File: config.mk
export PLATFORM = sky130hd
export DESIGN_NAME = front_panel_scan_controller_core_flat
export DESIGN_NICKNAME = d
export VERILOG_FILES = /design/src/rtl/fpsc_pkg.sv /design/src/rtl/fpsc_if.sv /design/src/rtl/front_panel_scan_controller_core.sv /design/src/flat_wrapper.sv
export SDC_FILE = /design/constraint.sdc
export NUM_CORES = 1
export LEC_CHECK = 0
export BUFFER_PORTS_ARGS = -buffer_cell sky130_fd_sc_hd__buf_4
export CORE_MARGIN = 10
export CORE_UTILIZATION = 45
export CTS_CLUSTER_SIZE = 30
export DETAILED_ROUTE_END_ITERATION = 8
export SYNTH_ARGS = -nofsm -noshare
export SYNTH_HDL_FRONTEND = slang
export SYNTH_SLANG_ARGS = --single-unit
File: constraint.sdc
create_clock -name clk -period 5.93 [get_ports clk]
set_input_delay 1.186 -clock clk [delete_from_list [all_inputs] [get_ports clk]]
set_output_delay 1.186 -clock clk [all_outputs]
set_load 0.01 [all_outputs]
File: src/rtl/fpsc_pkg.sv
`default_nettype none
// ----------------------------------------------------------------------------
// Front panel scan controller package
// Shared types and constants for the channels and the controller core.
// ----------------------------------------------------------------------------
package fpsc_pkg;

  localparam int unsigned CFG_INDEX_W = 2;
  localparam int unsigned CFG_DATA_W  = 16;

  localparam logic [CFG_INDEX_W-1:0] CFG_LED_PERIOD    = 2'd0;
  localparam logic [CFG_INDEX_W-1:0] CFG_SCAN_RELOAD   = 2'd1;
  localparam logic [CFG_INDEX_W-1:0] CFG_SETTLE_RELOAD = 2'd2;
  localparam logic [CFG_INDEX_W-1:0] CFG_SAMPLE_RELOAD = 2'd3;

  localparam logic [15:0] LED_PERIOD_RST    = 16'd1000;
  localparam logic [7:0]  SCAN_RELOAD_RST   = 8'd5;
  localparam logic [7:0]  SETTLE_RELOAD_RST = 8'd50;
  localparam logic [7:0]  SAMPLE_RELOAD_RST = 8'd10;

  localparam logic [3:0] ALL_RELEASED = 4'hF;
  localparam logic [7:0] KEY_MASK     = 8'hF0;

  localparam logic [2:0] CODE_NONE = 3'd0;
  localparam logic [2:0] CODE_BTN1 = 3'd1;
  localparam logic [2:0] CODE_BTN2 = 3'd2;
  localparam logic [2:0] CODE_BTN3 = 3'd3;
  localparam logic [2:0] CODE_BTN4 = 3'd4;

  typedef enum logic [1:0] {
    PRESS_IDLE,
    PRESS_SETTLE,
    PRESS_REPORT,
    PRESS_RELEASE
  } press_state_t;

  typedef struct packed {
    logic [7:0] port_sample;
    logic [3:0] button_pins;
    logic [3:0] digit_thousands;
    logic [3:0] digit_hundreds;
    logic [3:0] digit_tens;
    logic [3:0] digit_units;
  } in_item_t;

  typedef struct packed {
    logic [3:0] led_lines;
    logic [3:0] digit_enable;
    logic [3:0] digit_nibble;
    logic [2:0] button_code;
    logic [7:0] debounced_keys;
  } out_item_t;

  typedef struct packed {
    logic [CFG_INDEX_W-1:0] index;
    logic [CFG_DATA_W-1:0]  data;
  } cfg_write_t;

endpackage
`default_nettype wire

File: src/rtl/fpsc_if.sv
`default_nettype none
// ----------------------------------------------------------------------------
// Front panel scan controller channels
// Valid/ready channels for input requests, results and register writes.
// ----------------------------------------------------------------------------
interface fpsc_in_if;
  logic               valid;
  logic               ready;
  fpsc_pkg::in_item_t data;
  modport source (output valid, output data, input ready);
  modport sink   (input valid, input data, output ready);
endinterface

interface fpsc_out_if;
  logic                valid;
  logic                ready;
  fpsc_pkg::out_item_t data;
  modport source (output valid, output data, input ready);
  modport sink   (input valid, input data, output ready);
endinterface

interface fpsc_cfg_if;
  logic                 valid;
  logic                 ready;
  fpsc_pkg::cfg_write_t data;
  modport source (output valid, output data, input ready);
  modport sink   (input valid, input data, output ready);
endinterface
`default_nettype wire

File: src/rtl/front_panel_scan_controller_core.sv
`default_nettype none
// A result is registered and valid the cycle after its request is accepted.
// Throughput: one request per cycle while results are taken; the single result register frees as it is taken.
// The panel state and the result register update in one pass per request.
// Reset (rst, synchronous): registers to defaults, all machines idle, no result.
// ----------------------------------------------------------------------------
// Front panel scan controller core
// LED rotator, display multiplexer, button reporter and port debouncer.
// ----------------------------------------------------------------------------
module front_panel_scan_controller_core (
  input  wire logic clk,
  input  wire logic rst,
  fpsc_cfg_if.sink  cfg,
  fpsc_in_if.sink   in_ch,
  fpsc_out_if.source out_ch
);

  logic [15:0] led_period;
  logic [7:0]  scan_reload, settle_reload, sample_reload;

  logic [1:0]  led_phase, led_phase_next;
  logic [15:0] led_timer, led_timer_next;
  logic [3:0]  led_levels, led_levels_next;
  logic [1:0]  scan_phase, scan_phase_next;
  logic [7:0]  scan_timer, scan_timer_next;
  logic [3:0]  shown_select, shown_select_next;
  logic [3:0]  shown_nibble, shown_nibble_next;
  fpsc_pkg::press_state_t press_state, press_state_next;
  logic [7:0]  press_timer, press_timer_next;
  logic [7:0]  stable_bits, stable_bits_next;
  logic [7:0]  vote_low, vote_low_next;
  logic [7:0]  vote_high, vote_high_next;
  logic [7:0]  sample_divider, sample_divider_next;
  logic [7:0]  keys_out, keys_out_next;
  logic [2:0]  code, code_next;
  logic        out_valid;
  logic        accept;

  logic [7:0]  delta;
  logic [3:0]  digit_sel;
  logic [7:0]  settle_start;

  function automatic logic [2:0] press_code(input logic [3:0] pins);
    if (!pins[3])      return fpsc_pkg::CODE_BTN4;
    else if (!pins[2]) return fpsc_pkg::CODE_BTN3;
    else if (!pins[1]) return fpsc_pkg::CODE_BTN2;
    else if (!pins[0]) return fpsc_pkg::CODE_BTN1;
    else               return fpsc_pkg::CODE_NONE;
  endfunction

  assign cfg.ready    = 1'b1;
  assign in_ch.ready  = !out_valid || out_ch.ready;
  assign accept       = in_ch.valid && in_ch.ready;
  assign out_ch.valid = out_valid;
  assign out_ch.data  = '{led_lines: led_levels, digit_enable: shown_select,
                          digit_nibble: shown_nibble, button_code: code,
                          debounced_keys: keys_out};

  always_ff @(posedge clk) begin
    if (rst) begin
      led_period    <= fpsc_pkg::LED_PERIOD_RST;
      scan_reload   <= fpsc_pkg::SCAN_RELOAD_RST;
      settle_reload <= fpsc_pkg::SETTLE_RELOAD_RST;
      sample_reload <= fpsc_pkg::SAMPLE_RELOAD_RST;
    end else if (cfg.valid) begin
      unique case (cfg.data.index)
        fpsc_pkg::CFG_LED_PERIOD:    led_period    <= cfg.data.data;
        fpsc_pkg::CFG_SCAN_RELOAD:   scan_reload   <= cfg.data.data[7:0];
        fpsc_pkg::CFG_SETTLE_RELOAD: settle_reload <= cfg.data.data[7:0];
        fpsc_pkg::CFG_SAMPLE_RELOAD: sample_reload <= cfg.data.data[7:0];
        default: ;
      endcase
    end
  end

  always_comb begin
    led_phase_next      = led_phase;
    led_timer_next      = led_timer;
    led_levels_next     = led_levels;
    scan_phase_next     = scan_phase;
    scan_timer_next     = scan_timer;
    shown_select_next   = shown_select;
    shown_nibble_next   = shown_nibble;
    press_state_next    = press_state;
    press_timer_next    = press_timer;
    stable_bits_next    = stable_bits;
    vote_low_next       = vote_low;
    vote_high_next      = vote_high;
    sample_divider_next = sample_divider;
    keys_out_next       = keys_out;
    code_next           = fpsc_pkg::CODE_NONE;
    delta               = in_ch.data.port_sample ^ stable_bits;
    settle_start        = (settle_reload == 8'd0) ? 8'd0 : settle_reload - 8'd1;

    case (scan_phase)
      2'd0:    digit_sel = in_ch.data.digit_thousands;
      2'd1:    digit_sel = in_ch.data.digit_hundreds;
      2'd2:    digit_sel = in_ch.data.digit_tens;
      default: digit_sel = in_ch.data.digit_units;
    endcase

    // LED rotator
    if (led_timer == 16'd0) begin
      led_levels_next = led_levels ^ (4'd1 << led_phase);
      led_timer_next  = (led_period == 16'd0) ? 16'd0 : led_period - 16'd1;
      led_phase_next  = led_phase + 2'd1;
    end else begin
      led_timer_next  = led_timer - 16'd1;
    end

    // display multiplexer
    if (scan_timer == 8'd0) begin
      shown_select_next = 4'd1 << scan_phase;
      shown_nibble_next = digit_sel;
      scan_timer_next   = (scan_reload == 8'd0) ? 8'd0 : scan_reload - 8'd1;
      scan_phase_next   = scan_phase + 2'd1;
    end else begin
      scan_timer_next   = scan_timer - 8'd1;
    end

    // button machine
    if (press_timer != 8'd0) press_timer_next = press_timer - 8'd1;
    unique case (press_state)
      fpsc_pkg::PRESS_IDLE: begin
        if (in_ch.data.button_pins != fpsc_pkg::ALL_RELEASED) begin
          press_state_next = fpsc_pkg::PRESS_SETTLE;
          press_timer_next = settle_start;
        end
      end
      fpsc_pkg::PRESS_SETTLE: begin
        if (press_timer == 8'd0) press_state_next = fpsc_pkg::PRESS_REPORT;
      end
      fpsc_pkg::PRESS_REPORT: begin
        code_next        = press_code(in_ch.data.button_pins);
        press_timer_next = settle_start;
        press_state_next = fpsc_pkg::PRESS_RELEASE;
      end
      fpsc_pkg::PRESS_RELEASE: begin
        if (in_ch.data.button_pins == fpsc_pkg::ALL_RELEASED && press_timer == 8'd0)
          press_state_next = fpsc_pkg::PRESS_IDLE;
      end
      default: press_state_next = fpsc_pkg::PRESS_IDLE;
    endcase

    // vertical-counter debouncer
    if (sample_divider != 8'd0) begin
      sample_divider_next = sample_divider - 8'd1;
    end else begin
      sample_divider_next = sample_reload;
      vote_high_next      = (vote_high ^ vote_low) & delta;
      vote_low_next       = ~vote_low & delta;
      stable_bits_next    = stable_bits ^ (delta & ~(vote_low_next | vote_high_next));
      keys_out_next       = ~stable_bits_next & fpsc_pkg::KEY_MASK;
    end
  end

  always_ff @(posedge clk) begin
    if (rst) begin
      led_phase      <= 2'd0;
      led_timer      <= 16'd0;
      led_levels     <= 4'd0;
      scan_phase     <= 2'd0;
      scan_timer     <= 8'd0;
      shown_select   <= 4'd0;
      shown_nibble   <= 4'd0;
      press_state    <= fpsc_pkg::PRESS_IDLE;
      press_timer    <= 8'd0;
      stable_bits    <= 8'd0;
      vote_low       <= 8'd0;
      vote_high      <= 8'd0;
      sample_divider <= fpsc_pkg::SAMPLE_RELOAD_RST;
      keys_out       <= 8'd0;
      code           <= fpsc_pkg::CODE_NONE;
    end else if (accept) begin
      led_phase      <= led_phase_next;
      led_timer      <= led_timer_next;
      led_levels     <= led_levels_next;
      scan_phase     <= scan_phase_next;
      scan_timer     <= scan_timer_next;
      shown_select   <= shown_select_next;
      shown_nibble   <= shown_nibble_next;
      press_state    <= press_state_next;
      press_timer    <= press_timer_next;
      stable_bits    <= stable_bits_next;
      vote_low       <= vote_low_next;
      vote_high      <= vote_high_next;
      sample_divider <= sample_divider_next;
      keys_out       <= keys_out_next;
      code           <= code_next;
    end
  end

  always_ff @(posedge clk) begin
    if (rst) begin
      out_valid <= 1'b0;
    end else if (accept) begin
      out_valid <= 1'b1;
    end else if (out_ch.ready) begin
      out_valid <= 1'b0;
    end
  end

  a_result_follows: assert property (@(posedge clk) disable iff (rst)
    accept |=> out_valid)
    else $error("accepted request produced no result");

  a_result_held: assert property (@(posedge clk) disable iff (rst)
    (out_valid && !out_ch.ready) |=> (out_valid && $stable(out_ch.data)))
    else $error("stalled result changed");

  a_select_onehot: assert property (@(posedge clk) disable iff (rst)
    $onehot0(shown_select))
    else $error("display select not one-hot");

  a_report_once: assert property (@(posedge clk) disable iff (rst)
    (accept && press_state == fpsc_pkg::PRESS_REPORT)
      |=> press_state == fpsc_pkg::PRESS_RELEASE)
    else $error("report not followed by release wait");

  a_code_only_on_report: assert property (@(posedge clk) disable iff (rst)
    (accept && press_state != fpsc_pkg::PRESS_REPORT) |=> code == fpsc_pkg::CODE_NONE)
    else $error("button code outside report");

endmodule
`default_nettype wire

File: src/flat_wrapper.sv
// flat-port wrapper written by rule: the top's interface ports become plain ports
module front_panel_scan_controller_core_flat 
  (clk, rst, cfg_valid, cfg_data, cfg_ready, in_ch_valid, in_ch_data, in_ch_ready, out_ch_valid, out_ch_data, out_ch_ready);
  fpsc_cfg_if cfg_i ();
  fpsc_in_if in_ch_i ();
  fpsc_out_if out_ch_i ();
  input  wire logic clk;
  input  wire logic rst;
  input wire logic [$bits(cfg_i.valid)-1:0] cfg_valid;
  input wire logic [$bits(cfg_i.data)-1:0] cfg_data;
  output wire logic [$bits(cfg_i.ready)-1:0] cfg_ready;
  input wire logic [$bits(in_ch_i.valid)-1:0] in_ch_valid;
  input wire logic [$bits(in_ch_i.data)-1:0] in_ch_data;
  output wire logic [$bits(in_ch_i.ready)-1:0] in_ch_ready;
  output wire logic [$bits(out_ch_i.valid)-1:0] out_ch_valid;
  output wire logic [$bits(out_ch_i.data)-1:0] out_ch_data;
  input wire logic [$bits(out_ch_i.ready)-1:0] out_ch_ready;
  assign cfg_i.valid = cfg_valid;
  assign cfg_i.data = cfg_data;
  assign cfg_ready = cfg_i.ready;
  assign in_ch_i.valid = in_ch_valid;
  assign in_ch_i.data = in_ch_data;
  assign in_ch_ready = in_ch_i.ready;
  assign out_ch_valid = out_ch_i.valid;
  assign out_ch_data = out_ch_i.data;
  assign out_ch_i.ready = out_ch_ready;
  front_panel_scan_controller_core u_core (.clk(clk), .rst(rst), .cfg(cfg_i), .in_ch(in_ch_i), .out_ch(out_ch_i));
endmodule
After elaboration in Yosys (flattened, before gate mapping)
Index checks and enable logic that the tools add are counted.
- multiplexer cells: 21
- eq/ne operators: 13
- bitwise logic cells: 12
- add/subtract/negate cells: 9
- reduce and logical (&&, ||, !) cells: 24
- shift-type cells: 2
- operator list (kind ; number):
    $mux 8 ; 6
    $sub 8x1->8 const B ; 5
    $logic_not 16->1 ; 2
    $logic_not 8->1 ; 4
    $mux 16 ; 2
    $sub 16x1->16 const B ; 2
    $and 8x8->8 ; 3
    $not 8->8 ; 3
    $xor 8x8->8 ; 3
    $pmux 8 s2 ; 1
    $reduce_bool 8->1 ; 2
    $reduce_and 2->1 ; 7
    $mux 3 ; 4
    $pmux 4 s3 ; 1
    $eq 2x2->1 const B ; 5
    $or 8x8->8 ; 1
    $pmux 2 s4 ; 1
    $shl 1x2->4 const A ; 2
    $eq 2x1->1 const B ; 3
    $logic_not 2->1 ; 3
    $mux 2 ; 3
    $ne 2x1->1 const B ; 3
    $add 2x1->2 const B ; 2
    $eq 4x4->1 const B ; 1
    9 further kinds ; 12
- logic and storage cells: 101
- output and inout bits: 26
- register bits: 130
- input bits: 51

Logic depth before layout (Yosys ltp)
Gate-level depths: netlist (run 1).
- depth after elaboration: 7
- gate-level depth with buffers: 9
- mapped depth without buffers: 7

Least setup slack after synthesis (run 1)
Ideal clock, no wire load.
- kind: in2reg
- start point: input out_ch_ready
- end point: register u_core.scan_phase[0]
- slack: 3.152 ns
- data required time: 5.802 ns
- stages on the path: 8
- path buffers: 3
- setup time: 0.128 ns
- arrival: 2.650 ns
- cells stage by stage: nand2b_1 clkbuf_1 and2_1 clkbuf_1 clkbuf_1 nand2_1 xnor2_1 nor2_1
- word-level cells in the longest chain between the ends: 3
- ends and longest elaborated chain (what ; line ; source):
    from (decl) ; flat_wrapper.sv:17 ; input wire logic [$bits(out_ch_i.ready)-1:0] out_ch_ready;
    $logic_or 1x1->1 ; front_panel_scan_controller_core.sv:52 ; assign in_ch.ready = !out_valid || out_ch.ready;
    net in_ch_ready ; flat_wrapper.sv:14 ; output wire logic [$bits(in_ch_i.ready)-1:0] in_ch_ready;
    $logic_and 1x1->1 ; front_panel_scan_controller_core.sv:53 ; assign accept = in_ch.valid && in_ch.ready;
    $reduce_and 2->1 (no source line) ; n/a ;
    to (signal assigned) ; front_panel_scan_controller_core.sv:178 ; scan_phase <= scan_phase_next;
    to (decl) ; front_panel_scan_controller_core.sv:24 ; logic [1:0] scan_phase, scan_phase_next;
The timed path passes the listed nets, and every way through them passes these cells.
A chain may end at the register's enable or synchronous reset.

Worst setup path after layout (run 1)
- start point: input out_ch_ready
- end point: output in_ch_ready
- word-level cells in the longest chain between the ends: 1
- ends and longest elaborated chain (what ; line):
    $logic_or 1x1->1 ; front_panel_scan_controller_core.sv:52
    to (decl) ; flat_wrapper.sv:14
No other way between the ends.

==> summary.md, run 1 <==
| Metric | Value |
|---|---|
| IO Port Bufs | 67 |
| Arr. time, crit path | 1890 ps |
| Post-DP HPWL | 11,500 um |
| Synth warnings | 0 |
| WS Path Type | in -> out |
| Start point of the critical path | out_ch_ready |
| DRT iter0 DRCs | 426 |
| Synth Area in XOR/XNOR | 0.0427 |
| Initial Utilization | 0.458 |
| Cts repair resizes | 0 |
| Setup Viol. Count Final | 0 |
| CTS buffer count | 17 |
| Gr ovfl total | 0 |
| LEAKAGE | 2.90 nW |
| Via density | 5.59 |
| Core Footprint | 0.0139 mm2 |
| Sink Count | 118 |
| Final Max Tran Viols | 0 |
| Initial antenna violation count | 0 |
| Max-slew headroom | 0.378 |
| Ys async rst share | 0 |
| Syn_area_per_cell | 7.81 um2 |
| HP Start | u_core.sample_reload[7] |
| Final min period | 3080 ps |
| Row cnt | 43 |
| Worst r2r src | u_core.scan_timer[0] |
| Setup Skew | 9.13 ps |
| Worst reg2reg setup slack | 3410 ps |
| Multiplexer share of the synthesized area | 0.0189 |
| Post-CTS Setup Repair Bufs | 0 |
| Hold Crit Class | reg -> reg |
| Drt pass-1 iters | 4 |
| Vias | 5,883 |
| Hold Vio Cnt, Final | 0 |
| Die Span Y | 139 um |
| Largest family of logic cells by synthesized area | simple AND/OR/NAND/NOR gates |
| Power density cells | 380 mW/mm2 |
| Pre-CTS WS | 2570 ps |
| Wirelength, routed | 16,500 um |
| Worst-path fanout max | 9 |
| Seq/Total Area, Yosys | 0.371 |
| Synth cell types | 65 |
| Hold Buf Count CTS | 0 |
| Max Root-Sink Buffers | 2 |
| Die ar. | 0.0193 mm2 |
| GRT Util Overall | 0.166 |
| Ports | 77 |
| Ratio of cells with drive above 1 in the final layout | 0.134 |
| Synth Area in Compound Gates | 0.185 |
| Mapped Cells | 815 |
| Routability congestion estimate | 0.884 |
| Worst Tran Pin Value | 930 ps |
| Ant. Diodes | 0 |
| Crit end category | primary output |
| Setup_tns | 0 ps |
| Maximum VDD drop | 0.208 mV |
| Largest net degree at the start of global routing | 64 |
| Status | completed |
| First-pass GRT wire length | 27,400 um |
| PnR worst setup slack | 2850 ps |
| Commonest non-fill, non-tap cell in the layout | nand2_1 |
| Synthesized cell area | 0.00636 mm2 |
| Routed Antenna Nets | 0 |
| Fmax | 325 MHz |
| Vias in the first global route | 5,737 |
| Final net count | 937 |
| CTS root buf | clkbuf_16 |
| Commonest cells after routing, fill and taps aside | 124 x nand2_1, 118 x dfxtp_1, 80 x a21oi_1, 74 x nor2_1, 72 x buf_4 |
| Unrepaired setup endpoints after global routing | false |
| H-tree levels | 4 |
| Clock Pin Slew Worst Setup and Hold Paths | 50 ps |
| Horiz. Die Dim | 139 um |
| CP Launch Type | input port |
| DR WL/cell | 15.7 um |
| DRC viols | 0 |
| TritonCTS clock tree | yes |
| Predominant post-synthesis flop cell | dfxtp_1 |
| Number of synthesized flops with an enable pin | 0 |
| Post-Synth Adder-Cell Area | 0.0511 |
| MaxCap Viol Count | 0 |
| Later-pin clock latency in the skew report | 410 ps |
| Synth Register Bits | 118 |
| Critical path required time | 4740 ps |
| Synth Area in Simple Gates | 0.278 |
| Final worst path period share | 0.519 |
| Syn-to-layout area delta | 18.0% |
-- area by class of cell --
cell class | instances | area [um2]
Tap cell | 180 | 225
Multi-Input combinational cell | 617 | 3680
Clock inverter | 11 | 100
Timing Repair Buffer | 72 | 541
Fill cell | 1322 | 6370
Sequential cell | 118 | 2360
Inverter | 34 | 128
Clock buffer | 21 | 470
-- path summary, 6_finish.rpt --
| kind | cells after the start | to |
|---|---|---|
| max | 3 | in_ch_ready |
| min | 2 | u_core.sample_reload[7] |
| max reg2reg | 7 | u_core.scan_phase[0] |
| min reg2reg | 2 | u_core.sample_reload[7] |
-- Yosys cell counts, types with 3 or more instances --
library cell	number	area, um2
nor3b_1	9	67.6
nand2_1	124	465
nand2b_1	7	43.8
dfxtp_1	118	2360
nor2_1	74	278
a21oi_1	80	400
o32ai_1	5	43.8
o41ai_1	3	26.3
ha_1	26	325
and2_1	3	18.8
or3_1	7	43.8
a311oi_1	5	43.8
nor3_1	32	160
nor2b_1	4	25.0
o31ai_1	5	37.5
a32oi_1	5	43.8
a222oi_1	4	40.0
and3_1	7	43.8
buf_4	5	37.5
xor2_1	18	158
nor4_1	15	93.8
mux2i_1	12	120
clkbuf_1	40	150
o21ai_0	23	115
a211oi_1	6	45.0
nand3_1	28	140
or4_1	7	52.6
or2_2	5	31.3
o21a_1	3	22.5
inv_1	34	128
nand4_1	10	62.6
o22ai_1	4	25.0
a21boi_0	4	30.0
o22a_1	3	26.3
nand3b_1	18	135
a31oi_1	10	62.6
xnor2_1	13	114
-- worst max-delay path, cell delays in order --
cell and delay, ps:
buf_4 100, nand2b_1 340, buf_4 260
-- state kept, by name, indices dropped and copies added (netlist names), 8 cells and up --
register,cells
u_core.led_period,16
u_core.led_timer,16
u_core.press_timer,8
u_core.sample_divider,8
u_core.sample_reload,8
u_core.scan_reload,8
u_core.scan_timer,8
u_core.settle_reload,8
-- per-layer routing --
metal / vias up / part of all wire / global-route usage
li1: 2979 / - / -
met1: 2781 / 0.47 / 0.209
met2: 108 / 0.47 / 0.269
met3: 15 / 0.043 / 0.0428
met4: 0 / 0.0089 / 0.0588
met5: - / 0 / 0
-- power by group --
part           leakage [nW]  internal [W]  switching [W]
registers             0.961      0.000887       0.000110
clock network         0.267      0.000608       0.000372
logic                  1.68      0.000348       0.000525
total                  2.90       0.00184        0.00101
-- through the flow --
stage,util,power (W),instance area [um2],hold WS [ps],cells
floorplan,-,0.00166,6370,433,818
global placement,0.500,0.00185,6940,442,1021
detailed placement,0.500,0.00187,6940,446,1021
CTS,0.541,0.00286,7510,454,1053
global route,0.541,0.00303,7510,480,1053
finish,0.541,0.00285,7510,450,1053
-- cells by family after synthesis --
group / after synthesis
simple gates: 361
compound gates: 182
flops: 118
buf+inv: 83
xor+xnor: 31
fa+ha+maj: 26
mux: 12
other cells: 2
Power figures use the tool's default switching activity.
==> run 2: changes to the inputs <==
Clock period 5.93 ns to 3.2 ns, I/O delays scaled along.
==> run 2 against run 1 <==
  * Routed wire length up 0.24%
  * Worst setup slack worse by 2000 ps
  * Critical path depth up 2
  * Combinational power up 89%
  * Clock skew about the same
  * Sequential share of layout area down 0.34 points
  * First-iteration DRC count up 5.6%
  * Total power up 90%
  * Die area unchanged
  * Clock-buffer cell count down 1
  * Clock power up 98%
  * Critical path type is now reg -> reg
  * Critical endpoint is now u_core.led_timer[15]
==> summary.md, run 2 (synthesis results as in run 1) <==
| Metric | Value |
|---|---|
| Status | completed |
| Unrepaired setup endpoints after global routing | false |
| Via density | 5.67 (+1.4%) |
| WS Path Type | reg -> reg |
| Hold Buf Count CTS | 0 (unchanged) |
| Final net count | 944 (+0.75%) |
| Initial antenna violation count | 0 (unchanged) |
| Routed Antenna Nets | 0 (unchanged) |
| CTS buffer count | 17 (unchanged) |
| NetSw | 0.00187 W (+86%) |
| Die ar. | 0.0193 mm2 (unchanged) |
| Worst Hold End | u_core.led_period[8] |
| First-pass GRT wire length | 27,800 um (+1.4%) |
| Syn-to-layout area delta | 19.3% |
| Largest net degree at the start of global routing | 36 (-44%) |
| Design area | 0.00759 mm2 (+1.1%) |
| Commonest non-fill, non-tap cell in the layout | nand2_1 |
| P_int | 0.00355 W (+93%) |
| Max Root-Sink Buffers | 2 (unchanged) |
| Fmax | 423 MHz |
| Flop pwr share | 0.340 (-0.010) |
| Die Span Y | 139 um (unchanged) |
| Later-pin clock latency in the skew report | 420 ps (about the same) |
| Clock Pin Slew Worst Setup and Hold Paths | 60 ps (about the same) |
| Max-slew headroom | 0.499 (+0.121) |
| Setup_tns | 0 ps (unchanged) |
| Post-CTS Setup Repair Bufs | 0 (unchanged) |
| Setup Viol. Count Final | 0 (unchanged) |
| Commonest cells after routing, fill and taps aside | 124 x nand2_1, 118 x dfxtp_1, 80 x a21oi_1, 79 x buf_4, 74 x nor2_1 |
| Critical path required time | 3490 ps (-1250 ps) |
| Power density cells | 715 mW/mm2 (+88%) |
| Final Max Tran Viols | 0 (unchanged) |
| GRT Util Overall | 0.168 (+0.00221) |
| Worst reg2reg setup slack | 840 ps (-2570 ps) |
| LEAKAGE | 2.96 nW (+1.8%) |
| HP Start | cfg_data[8] |
| Horiz. Die Dim | 139 um (unchanged) |
| Worst Hold Depth | 3 (+1) |
| Post-DP Area | 0.00699 mm2 (+0.76%) |
| DRT iter0 DRCs | 450 (+5.6%) |
| Worst-path fanout max | 7 (-2) |
| Core Footprint | 0.0139 mm2 (unchanged) |
| Routability congestion estimate | 0.888 (+0.41%) |
| Ratio of cells with drive above 1 in the final layout | 0.140 (+0.00575) |
| Final core occ | 0.547 (+0.00595) |
| CP Launch Type | flop |
| Setup Skew | 9.62 ps (+0.489 ps) |
| TritonCTS clock tree | yes |
| Crit end category | flop |
| Final min period | 2360 ps |
| Switching Fraction | 0.345 (-0.00824) |
| Wirelength, routed | 16,500 um (+0.24%) |
| DR WL/cell | 15.6 um (-0.43%) |
| Hold Crit Class | in -> reg |
| Vias | 6,006 (+2.1%) |
| Register area | 0.00236 mm2 (unchanged) |
| Gr ovfl total | 0 (unchanged) |
| Drt pass-1 iters | 5 (+1) |
| Final worst path period share | 0.738 |
| MaxCap Viol Count | 0 (unchanged) |
| H-tree levels | 4 (unchanged) |
| R2R depth | 5 (-2) |
| Hold Vio Cnt, Final | 0 (unchanged) |
| Worst r2r src | u_core.led_period[5] |
| Post-DP HPWL | 11,800 um (+2.2%) |
| FF-to-FF End | u_core.led_timer[15] |
| CTS root buf | clkbuf_16 |
| Sink Count | 118 (unchanged) |
| Ports | 77 (unchanged) |
| DRC viols | 0 (unchanged) |
| Cts repair resizes | 0 (unchanged) |
| Worst Tran Pin Value | 744 ps (-185 ps) |
| Maximum VDD drop | 0.342 mV (+65%) |
| IO Port Bufs | 67 (unchanged) |
| Clock power share | 0.356 (+0.012) |
| Fill cells | 1,286 (-2.7%) |
| Row cnt | 43 (unchanged) |
| Ant. Diodes | 0 (unchanged) |
| Footprint of the multi-input gates | 0.00368 mm2 (unchanged) |
| Initial Utilization | 0.458 (unchanged) |
| Combinational fraction of design power | 0.303 (-0.003) |
| Top Registers | u_core.led_period (16), u_core.led_timer (16) |
| Arr. time, crit path | 2650 ps (+760 ps) |
| Vias in the first global route | 5,721 (-0.28%) |
## run 2: how the worst max path moves through the flow
stage | startpoint | end | depth (start not counted)
floorplan | out_ch_ready | u_core.scan_phase[0] | 8
global placement | out_ch_ready | u_core.led_timer[9] | 6
detailed placement | out_ch_ready | u_core.press_timer[1] | 6
CTS | u_core.led_period[5] | u_core.led_timer[15] | 5
global route | u_core.led_timer[0] | u_core.led_timer[12] | 7
finish | u_core.led_period[5] | u_core.led_timer[15] | 5
## run 2: cell type report
class	count	share of cell area
Clock buffer	20	0.0589
Tap cell	180	0.0297
Sequential cell	118	0.311
Inverter	34	0.0168
Clock inverter	12	0.0203
Multi-Input combinational cell	617	0.485
Timing Repair Buffer	79	0.0781
## run 2: routing by layer
metal	vias up	track usage	share of wire
li1	3005	-	-
met1	2817	0.217	0.47
met2	165	0.269	0.47
met3	19	0.0435	0.051
met4	0	0.0516	0.011
met5	-	0	0
## run 2: power groups by stage
stage | registers, W | logic, W | clock network [W]
floorplan | 0.00182 | 0.00126 | 0
global placement | 0.00187 | 0.00160 | 0
detailed placement | 0.00187 | 0.00162 | 0
CTS | 0.00184 | 0.00163 | 0.00197
global route | 0.00188 | 0.00186 | 0.00203
finish | 0.00185 | 0.00165 | 0.00194
## run 2: critical path, stage by stage (launching register included)
cell	delay [ps]
dfxtp_1	360
or4_1	670
or4_4	550
o31a_1	290
o21ai_1	250
a211oi_2	110
## run 2: stage by stage
step / hold slack (ps) / cells / total power (W) / setup slack (ps)
2_1_floorplan: 433 / 818 / 0.00308 / 968
3_3_place_gp: 443 / 1028 / 0.00346 / 589
3_5_place_dp: 450 / 1028 / 0.00349 / 591
4_1_cts: 425 / 1060 / 0.00544 / 850
5_1_grt: 444 / 1060 / 0.00577 / 710
6_report: 432 / 1060 / 0.00543 / 838
